File: config.mk
export PLATFORM = sky130hd
export DESIGN_NAME = k_queues_shared_buffer
export DESIGN_NICKNAME = d
export VERILOG_FILES = /design/src/rtl/core/kqsb_pkg.sv /design/src/rtl/core/k_queues_shared_buffer.sv /design/src/rtl/core/kqsb_ctrl.sv /design/src/rtl/core/kqsb_dpath.sv
export SDC_FILE = /design/constraint.sdc
export NUM_CORES = 1
export LEC_CHECK = 0
export ABC_CLOCK_PERIOD_IN_PS = 9000
export BUFFER_PORTS_ARGS = -buffer_cell sky130_fd_sc_hd__buf_2
export CAP_MARGIN = 20
export CELL_PAD_IN_SITES_DETAIL_PLACEMENT = 0
export CELL_PAD_IN_SITES_GLOBAL_PLACEMENT = 1
export CORE_UTILIZATION = 45
export DETAILED_ROUTE_END_ITERATION = 10
export GPL_TIMING_DRIVEN = 1
export HOLD_SLACK_MARGIN = 0.05
export PLACE_DENSITY = 0.65
export SLEW_MARGIN = 20
export SYNTH_ARGS = -nofsm -noshare
export SYNTH_HDL_FRONTEND = slang
export SYNTH_SLANG_ARGS = --single-unit
File: constraint.sdc
create_clock -name clk -period 9 [get_ports clk]
set_input_delay 0.9 -clock clk [delete_from_list [all_inputs] [get_ports clk]]
set_output_delay 0.9 -clock clk [all_outputs]
set_load 0.02 [all_outputs]
File: src/rtl/core/kqsb_pkg.sv
package kqsb_pkg;

	localparam int NUM_SLOTS  = 16;
	localparam int NUM_QUEUES = 4;

	localparam int DATA_W = 32;
	localparam int QID_W  = 2;
	localparam int STAT_W = 2;

	// A slot pointer must also hold the null value, which is NUM_SLOTS.
	localparam int SLOT_W = $clog2(NUM_SLOTS + 1);
	localparam int SIDX_W = $clog2(NUM_SLOTS);
	localparam int QIDX_W = (NUM_QUEUES > 1) ? $clog2(NUM_QUEUES) : 1;

	localparam logic [SLOT_W-1:0] NIL = SLOT_W'(NUM_SLOTS);

	localparam logic REQ_ENQ = 1'b0;
	localparam logic REQ_DEQ = 1'b1;

	localparam logic [STAT_W-1:0] ST_OK  = 2'd0;
	localparam logic [STAT_W-1:0] ST_OVF = 2'd1;
	localparam logic [STAT_W-1:0] ST_UDF = 2'd2;

	typedef struct packed {
		logic capture;
		logic exec;
		logic finish;
	} kqsb_cmd_t;

endpackage

File: src/rtl/core/k_queues_shared_buffer.sv
// Several FIFO queues share one store of slots, chained through per-slot links
// and a free list. A request on the slave stream is an enqueue or a dequeue for
// one queue; every request gives exactly one result on the master stream:
// status ok, overflow (no free slot or no such queue, data 0) or underflow
// (empty or no such queue, data all ones). A request has an execute cycle
// that reads the link of the free head or queue head and updates the
// pointers, and a finish cycle that writes the second link of an enqueue
// and loads the output register. A new request can be taken in the finish
// cycle of the previous one while the master side keeps taking results; a
// held result stalls the next request only at its finish cycle.
module k_queues_shared_buffer (
	input  logic        clk,
	input  logic        arst_n,
	input  logic        s_tvalid,
	output logic        s_tready,
	input  logic [31:0] s_tdata,   // [31:0] data_in
	input  logic [2:0]  s_tuser,   // [0] req_type, [2:1] queue_id
	output logic        m_tvalid,
	input  logic        m_tready,
	output logic [31:0] m_tdata,   // [31:0] data_out
	output logic [1:0]  m_tuser    // [1:0] status
);
	import kqsb_pkg::*;

	kqsb_cmd_t                cmd;
	logic signed [DATA_W-1:0] data_out;
	logic [STAT_W-1:0]        status;

	kqsb_ctrl u_ctrl (
		.clk      (clk),
		.arst_n   (arst_n),
		.s_tvalid (s_tvalid),
		.s_tready (s_tready),
		.m_tvalid (m_tvalid),
		.m_tready (m_tready),
		.cmd      (cmd)
	);

	kqsb_dpath u_dpath (
		.clk      (clk),
		.arst_n   (arst_n),
		.cmd      (cmd),
		.req_type (s_tuser[0]),
		.queue_id (s_tuser[2:1]),
		.data_in  (s_tdata),
		.data_out (data_out),
		.status   (status)
	);

	assign m_tdata = data_out;
	assign m_tuser = status;

endmodule

File: src/rtl/core/kqsb_ctrl.sv
module kqsb_ctrl (
	input  logic                clk,
	input  logic                arst_n,
	input  logic                s_tvalid,
	output logic                s_tready,
	output logic                m_tvalid,
	input  logic                m_tready,
	output kqsb_pkg::kqsb_cmd_t cmd
);
	import kqsb_pkg::*;

	typedef enum logic [1:0] {
		S_IDLE,
		S_EXEC,
		S_FINISH
	} state_t;

	state_t state_q;
	logic   m_tvalid_q;
	logic   out_free;
	logic   accept;

	assign out_free = !m_tvalid_q || m_tready;
	// A new request may enter in the same cycle the previous one finishes.
	assign s_tready = (state_q == S_IDLE) || ((state_q == S_FINISH) && out_free);
	assign accept   = s_tvalid && s_tready;
	assign m_tvalid = m_tvalid_q;

	assign cmd.capture = accept;
	assign cmd.exec    = (state_q == S_EXEC);
	assign cmd.finish  = (state_q == S_FINISH) && out_free;

	always_ff @(posedge clk or negedge arst_n) begin
		if (!arst_n) begin
			state_q    <= S_IDLE;
			m_tvalid_q <= 1'b0;
		end else begin
			if (cmd.finish) begin
				m_tvalid_q <= 1'b1;
			end else if (m_tready) begin
				m_tvalid_q <= 1'b0;
			end
			unique case (state_q)
				S_IDLE: begin
					if (accept) begin
						state_q <= S_EXEC;
					end
				end
				S_EXEC: begin
					state_q <= S_FINISH;
				end
				S_FINISH: begin
					if (out_free) begin
						state_q <= accept ? S_EXEC : S_IDLE;
					end
				end
				default: begin
					state_q <= S_IDLE;
				end
			endcase
		end
	end

endmodule

File: src/rtl/core/kqsb_dpath.sv
module kqsb_dpath (
	input  logic                                    clk,
	input  logic                                    arst_n,
	input  kqsb_pkg::kqsb_cmd_t                     cmd,
	input  logic                                    req_type,
	input  logic [kqsb_pkg::QID_W-1:0]              queue_id,
	input  logic signed [kqsb_pkg::DATA_W-1:0]      data_in,
	output logic signed [kqsb_pkg::DATA_W-1:0]      data_out,
	output logic [kqsb_pkg::STAT_W-1:0]             status
);
	import kqsb_pkg::*;

	// Captured request.
	logic              req_q;
	logic [QID_W-1:0]  qid_q;
	logic [DATA_W-1:0] din_q;

	// Queue pointers and free list head.
	logic [SLOT_W-1:0] head_q [NUM_QUEUES];
	logic [SLOT_W-1:0] tail_q [NUM_QUEUES];
	logic [SLOT_W-1:0] free_q;

	// Link store; an entry not yet written reads as its reset link i+1.
	logic [SLOT_W-1:0]    link_q [NUM_SLOTS];
	logic [NUM_SLOTS-1:0] link_vld_q;

	logic [DATA_W-1:0] data_mem [NUM_SLOTS];
	logic [DATA_W-1:0] rd_data_q;

	logic [SLOT_W-1:0] slot_q;
	logic              fix_q;
	logic [STAT_W-1:0] stat_q;

	logic [QIDX_W-1:0] qi;
	logic              qvalid;
	logic [SLOT_W-1:0] hd;
	logic [SLOT_W-1:0] tl;
	logic              enq_ok;
	logic              deq_ok;
	logic [SLOT_W-1:0] rd_addr;
	logic [SIDX_W-1:0] ridx;
	logic [SLOT_W-1:0] link_rd;

	logic              lw_en;
	logic [SIDX_W-1:0] lw_idx;
	logic [SLOT_W-1:0] lw_val;

	assign qi     = QIDX_W'(qid_q);
	assign qvalid = (32'(qid_q) < 32'(NUM_QUEUES));
	assign hd     = head_q[qi];
	assign tl     = tail_q[qi];
	assign enq_ok = (req_q == REQ_ENQ) && qvalid && (32'(free_q) < 32'(NUM_SLOTS));
	assign deq_ok = (req_q == REQ_DEQ) && qvalid && (32'(hd) < 32'(NUM_SLOTS));

	assign rd_addr = (req_q == REQ_ENQ) ? free_q : hd;
	assign ridx    = rd_addr[SIDX_W-1:0];
	assign link_rd = link_vld_q[ridx] ? link_q[ridx] : (SLOT_W'(ridx) + SLOT_W'(1));

	// The link store takes one write a cycle: a tail link or a freed slot in the
	// execute cycle, the null link of a newly filled slot in the finish cycle.
	always_comb begin
		lw_en  = 1'b0;
		lw_idx = free_q[SIDX_W-1:0];
		lw_val = NIL;
		if (cmd.exec && enq_ok && (32'(hd) < 32'(NUM_SLOTS))
				&& (32'(tl) < 32'(NUM_SLOTS))) begin
			lw_en  = 1'b1;
			lw_idx = tl[SIDX_W-1:0];
			lw_val = free_q;
		end else if (cmd.exec && deq_ok) begin
			lw_en  = 1'b1;
			lw_idx = hd[SIDX_W-1:0];
			lw_val = free_q;
		end else if (cmd.finish && fix_q) begin
			lw_en  = 1'b1;
			lw_idx = slot_q[SIDX_W-1:0];
			lw_val = NIL;
		end
	end

	always_ff @(posedge clk) begin
		if (cmd.capture) begin
			req_q <= req_type;
			qid_q <= queue_id;
			din_q <= data_in;
		end
		if (lw_en) begin
			link_q[lw_idx] <= lw_val;
		end
		if (cmd.exec) begin
			slot_q <= free_q;
			stat_q <= (req_q == REQ_ENQ) ? (enq_ok ? ST_OK : ST_OVF)
			                             : (deq_ok ? ST_OK : ST_UDF);
		end
		if (cmd.finish) begin
			status <= stat_q;
			if (stat_q == ST_UDF) begin
				data_out <= '1;
			end else if (req_q == REQ_DEQ) begin
				data_out <= rd_data_q;
			end else begin
				data_out <= '0;
			end
		end
	end

	always_ff @(posedge clk) begin
		if (cmd.exec && enq_ok) begin
			data_mem[free_q[SIDX_W-1:0]] <= din_q;
		end
		if (cmd.exec) begin
			rd_data_q <= data_mem[hd[SIDX_W-1:0]];
		end
	end

	always_ff @(posedge clk or negedge arst_n) begin
		if (!arst_n) begin
			for (int i = 0; i < NUM_QUEUES; i++) begin
				head_q[i] <= NIL;
				tail_q[i] <= NIL;
			end
			free_q     <= '0;
			link_vld_q <= '0;
			fix_q      <= 1'b0;
		end else begin
			if (lw_en) begin
				link_vld_q[lw_idx] <= 1'b1;
			end
			if (cmd.exec) begin
				fix_q <= enq_ok;
				if (enq_ok) begin
					free_q     <= link_rd;
					tail_q[qi] <= free_q;
					if (!(32'(hd) < 32'(NUM_SLOTS))) begin
						head_q[qi] <= free_q;
					end
				end else if (deq_ok) begin
					head_q[qi] <= link_rd;
					free_q     <= hd;
				end
			end
		end
	end

endmodule

==> key figures <==
Status
  – Status: finished, final reports clean

Yosys
  – Synth Register Bits: 764
  – Cell variety after synth: 60
  – Synth Flop Type: edfxtp_1
  – Number of synthesized flops with an enable pin: 699
  – Synth area leader: edfxtp_1
  – Synth area leaders: edfxtp_1 70%, mux4_2 11%, dfrtp_1 4.8%
  – Post-synth top area share: 70.4%
  – Syn. warnings: 0
  – Mapped Nets: 1625
  – Synth Instances: 1585
  – Synthesized cell area: 29800 µm²
  – Seq/Total Area, Yosys: 75.8%
  – Ys async rst share: 8.51%
  – Count leader, synth: edfxtp_1
  – Top post-synthesis cells by count: 699 x edfxtp_1, 235 x nand2_1, 150 x mux4_2
  – Avg Inst Size Synth: 18.8 µm²

Critical path
  – R2r setup slk: 5.02 ns
  – R2r startpoint: u_dpath.req_q$_DFFE_PP_
  – Reg2reg path depth: 9
  – CP Launch Type: flop
  – Worst R2R End: u_dpath.head_q[2]$_DFFE_PN0P_
  – Worst path required time: 9.46 ns
  – Worst-path fanout max: 50
  – Crit. End Element: flop
  – Critical path class: reg -> reg
  – WP data arrival: 4.43 ns

Final layout
  – Layout cell share with drive strength beyond 1: 24.4%
  – Fillcell total: 5370
  – Fin area: 33800 µm²
  – Syn-to-layout area delta: 13.1%
  – NumNets Final: 1734
  – Final cell count without fillers: 2622
  – Antenna Cells: 0

Timing
  – RSZ-0062 raised after global routing: no
  – Final worst-path cycle share: 44.2%
  – Relative slew slack: 36.6%
  – Setup TNS Final: 0 ns
  – Clk_skew: 0.0149 ns
  – Crit path time final: 3.98 ns
  – Final hold viol count: 0
  – Final Max Tran Viols: 0
  – Max Fclk: 252 MHz
  – Slew of the pin with the lowest slew margin: 0.952 ns
  – Final number of setup-violating endpoints: 0

GRT
  – Largest net degree at the start of global routing: 67
  – Global-route wire length before repair: 101000 µm
  – Vias in the first global route: 15250
  – Congestion Overflow GR: 0
  – Gr usage total: 20.8%
  – Antenna violations before repair: 0

CTS
  – CTS clk-pin slew, worst paths: 0.06 ns
  – Worst-Skew Late Latency: 0.61 ns
  – CTS Buf Count: 79
  – Resize count post-CTS: 0
  – Post-CTS Setup Bufs: 0
  – Max Root-Sink Buffers: 3
  – H-tree depth: 3
  – Clk sinks: 764
  – Root Buffer: clkbuf_16
  – Post-CTS Hold Fix Bufs: 0
  – TritonCTS clock tree: yes

Min path
  – Worst min-delay path endpoint: u_dpath.status[0]$_DFFE_PN_
  – Worst hold path type: reg -> reg
  – Min-delay src: u_dpath.stat_q[0]$_SDFFCE_PP0P_
  – Worst Hold Depth: 0

Routing
  – Post-detailed-route DRC marker count: 0
  – Detailed Route WL: 68900 µm
  – Via count: 14846
  – Iter 0 DRT Violations: 1403
  – Post-route ant nets: 0
  – Via-per-instance ratio: 5.66
  – Drt first pass iters: 5
  – Post-DR wirelength/cell: 26.3 µm

Pwr
  – PwrDens: 302 nW/µm²
  – Worst VDD drop: 0.165 mV
  – Static Leakage: 11.4 nW

Placement
  – # port buffers: 74
  – Placed Cells: 2477
  – RD Place Congestion: 0.806
  – Hpwl dp: 36000 µm
  – Area after DPL: 31300 µm²

Floorplan
  – Die width: 259 µm
  – Initial core utilization: 45.5%
  – I/O pin cnt: 75
  – DIE HEIGHT: 259 µm
  – Die area: 67300 µm²
  – CORE AREA: 65600 µm²
  – Row count: 94

Flow run
  – Max_cap viols: 0
flip-flops by register name, indices dropped and copies added, names as in the netlist, 4 cells and up:
name and count:
u_dpath.data_mem 512, u_dpath.head_q 20, u_dpath.din_q 32, u_dpath.rd_data_q 32
u_dpath.tail_q 20, u_dpath.data_out 32, u_dpath.slot_q 4, u_dpath.link_vld_q 16
u_dpath.link_q 80, u_dpath.free_q 5
per-stage QoR:
stage / power [W] / util (%) / hold WS [ns] / setup slack, ns
floorplan: 0.00645 / - / 0.417 / 3.03
global placement: 0.00715 / 47.7 / 0.430 / 5.03
detailed placement: 0.00718 / 47.7 / 0.428 / 4.99
CTS: 0.0103 / 51.4 / 0.417 / 4.99
global route: 0.0107 / 51.4 / 0.424 / 4.85
finish: 0.0102 / 51.4 / 0.448 / 5.02
cell families (layout without fill, tap and decap cells):
logic type / count (synthesis) / in the layout / synth area share, %
buffers and inverters: 89 / 262 / 1.42
AND/OR/NAND/NOR: 373 / 373 / 5.38
AO/OA/AOI/OAI: 134 / 134 / 3.20
multiplexers: 223 / 223 / 14.1
flip-flops: 764 / 764 / 75.8
XOR/XNOR: 1 / 1 / 0.0294
adder cells (fa/ha/maj): 1 / 1 / 0.0419
worst max-delay path, stage by stage (launching register included):
cell and delay [ns]:
edfxtp_1 0.32, buf_4 0.64, nand2_2 0.22, o221a_4 0.38
inv_2 0.64, mux4_2 0.62, a22oi_1 0.34, nand2_1 0.19
a31oi_2 0.31, a31oi_1 0.12
layout make-up:
cell class | instances | area, µm² | share of cell area [%]
Multi-Input combinational cell | 732 | 6920 | 20.5
Tap cell | 864 | 1080 | 3.20
Clock inverter | 43 | 373 | 1.10
Clock buffer | 102 | 2080 | 6.18
Inverter | 9 | 36.3 | 0.107
Sequential cell | 764 | 22600 | 67.0
Timing Repair Buffer | 108 | 629 | 1.86
worst max path at each step:
stage | from | end | slack (ns) | depth (start not counted)
floorplan | u_ctrl.state_q[1]$_DFFE_PN0P_ | u_dpath.data_mem[0][0]$_DFFE_PP_ | 3.03 | 4
global placement | u_ctrl.state_q[0]$_DFFE_PN0P_ | u_dpath.data_mem[4][18]$_DFFE_PP_ | 5.03 | 6
detailed placement | u_dpath.req_q$_DFFE_PP_ | u_dpath.head_q[0]$_DFFE_PN0P_ | 4.99 | 9
CTS | u_dpath.qi[0]$_DFFE_PP_ | u_dpath.rd_data_q[16]$_DFFE_PP_ | 4.99 | 8
global route | u_dpath.req_q$_DFFE_PP_ | u_dpath.head_q[0]$_DFFE_PN0P_ | 4.85 | 9
finish | u_dpath.req_q$_DFFE_PP_ | u_dpath.head_q[2]$_DFFE_PN0P_ | 5.02 | 9
report_power, final:
part | switching, W | internal [W]
registers | 0.000195 | 0.00423
logic | 0.00152 | 0.00113
clock network | 0.00133 | 0.00179
total | 0.00304 | 0.00715
layer usage:
layer	share of wire, %	global-route usage, %
met5	0	0
met2	49	33.9
met4	1.8	5.64
met1	44	29.4
met3	4.6	3.10
placed cells by master, fill, tap and decap left out, drive strengths merged, types with 2 or more instances in the layout:
cell type | netlist | routed
nor2b | 10 | 10
dfstp | 8 | 8
nand2 | 236 | 236
nor3b | 2 | 2
buf | 36 | 108
or2 | 7 | 7
inv | 9 | 12
mux2i | 50 | 50
or3 | 2 | 2
nand4 | 4 | 4
clkinv | 0 | 34
nand3b | 4 | 4
nand2b | 11 | 11
a22oi | 10 | 10
dfrtp | 57 | 57
nor2 | 56 | 56
mux2 | 19 | 19
o21ai | 51 | 51
o221a | 2 | 2
nor3 | 10 | 10
a21oi | 10 | 10
o221ai | 6 | 6
a32oi | 3 | 3
o21bai | 8 | 8
clkbuf | 44 | 102
a31oi | 25 | 25
mux4 | 154 | 154
nand3 | 16 | 16
o31ai | 5 | 5
and2 | 13 | 13
o211ai | 5 | 5
bufinv | 0 | 5
edfxtp | 699 | 699
No activity file was read; power rests on OpenSTA's default activity.
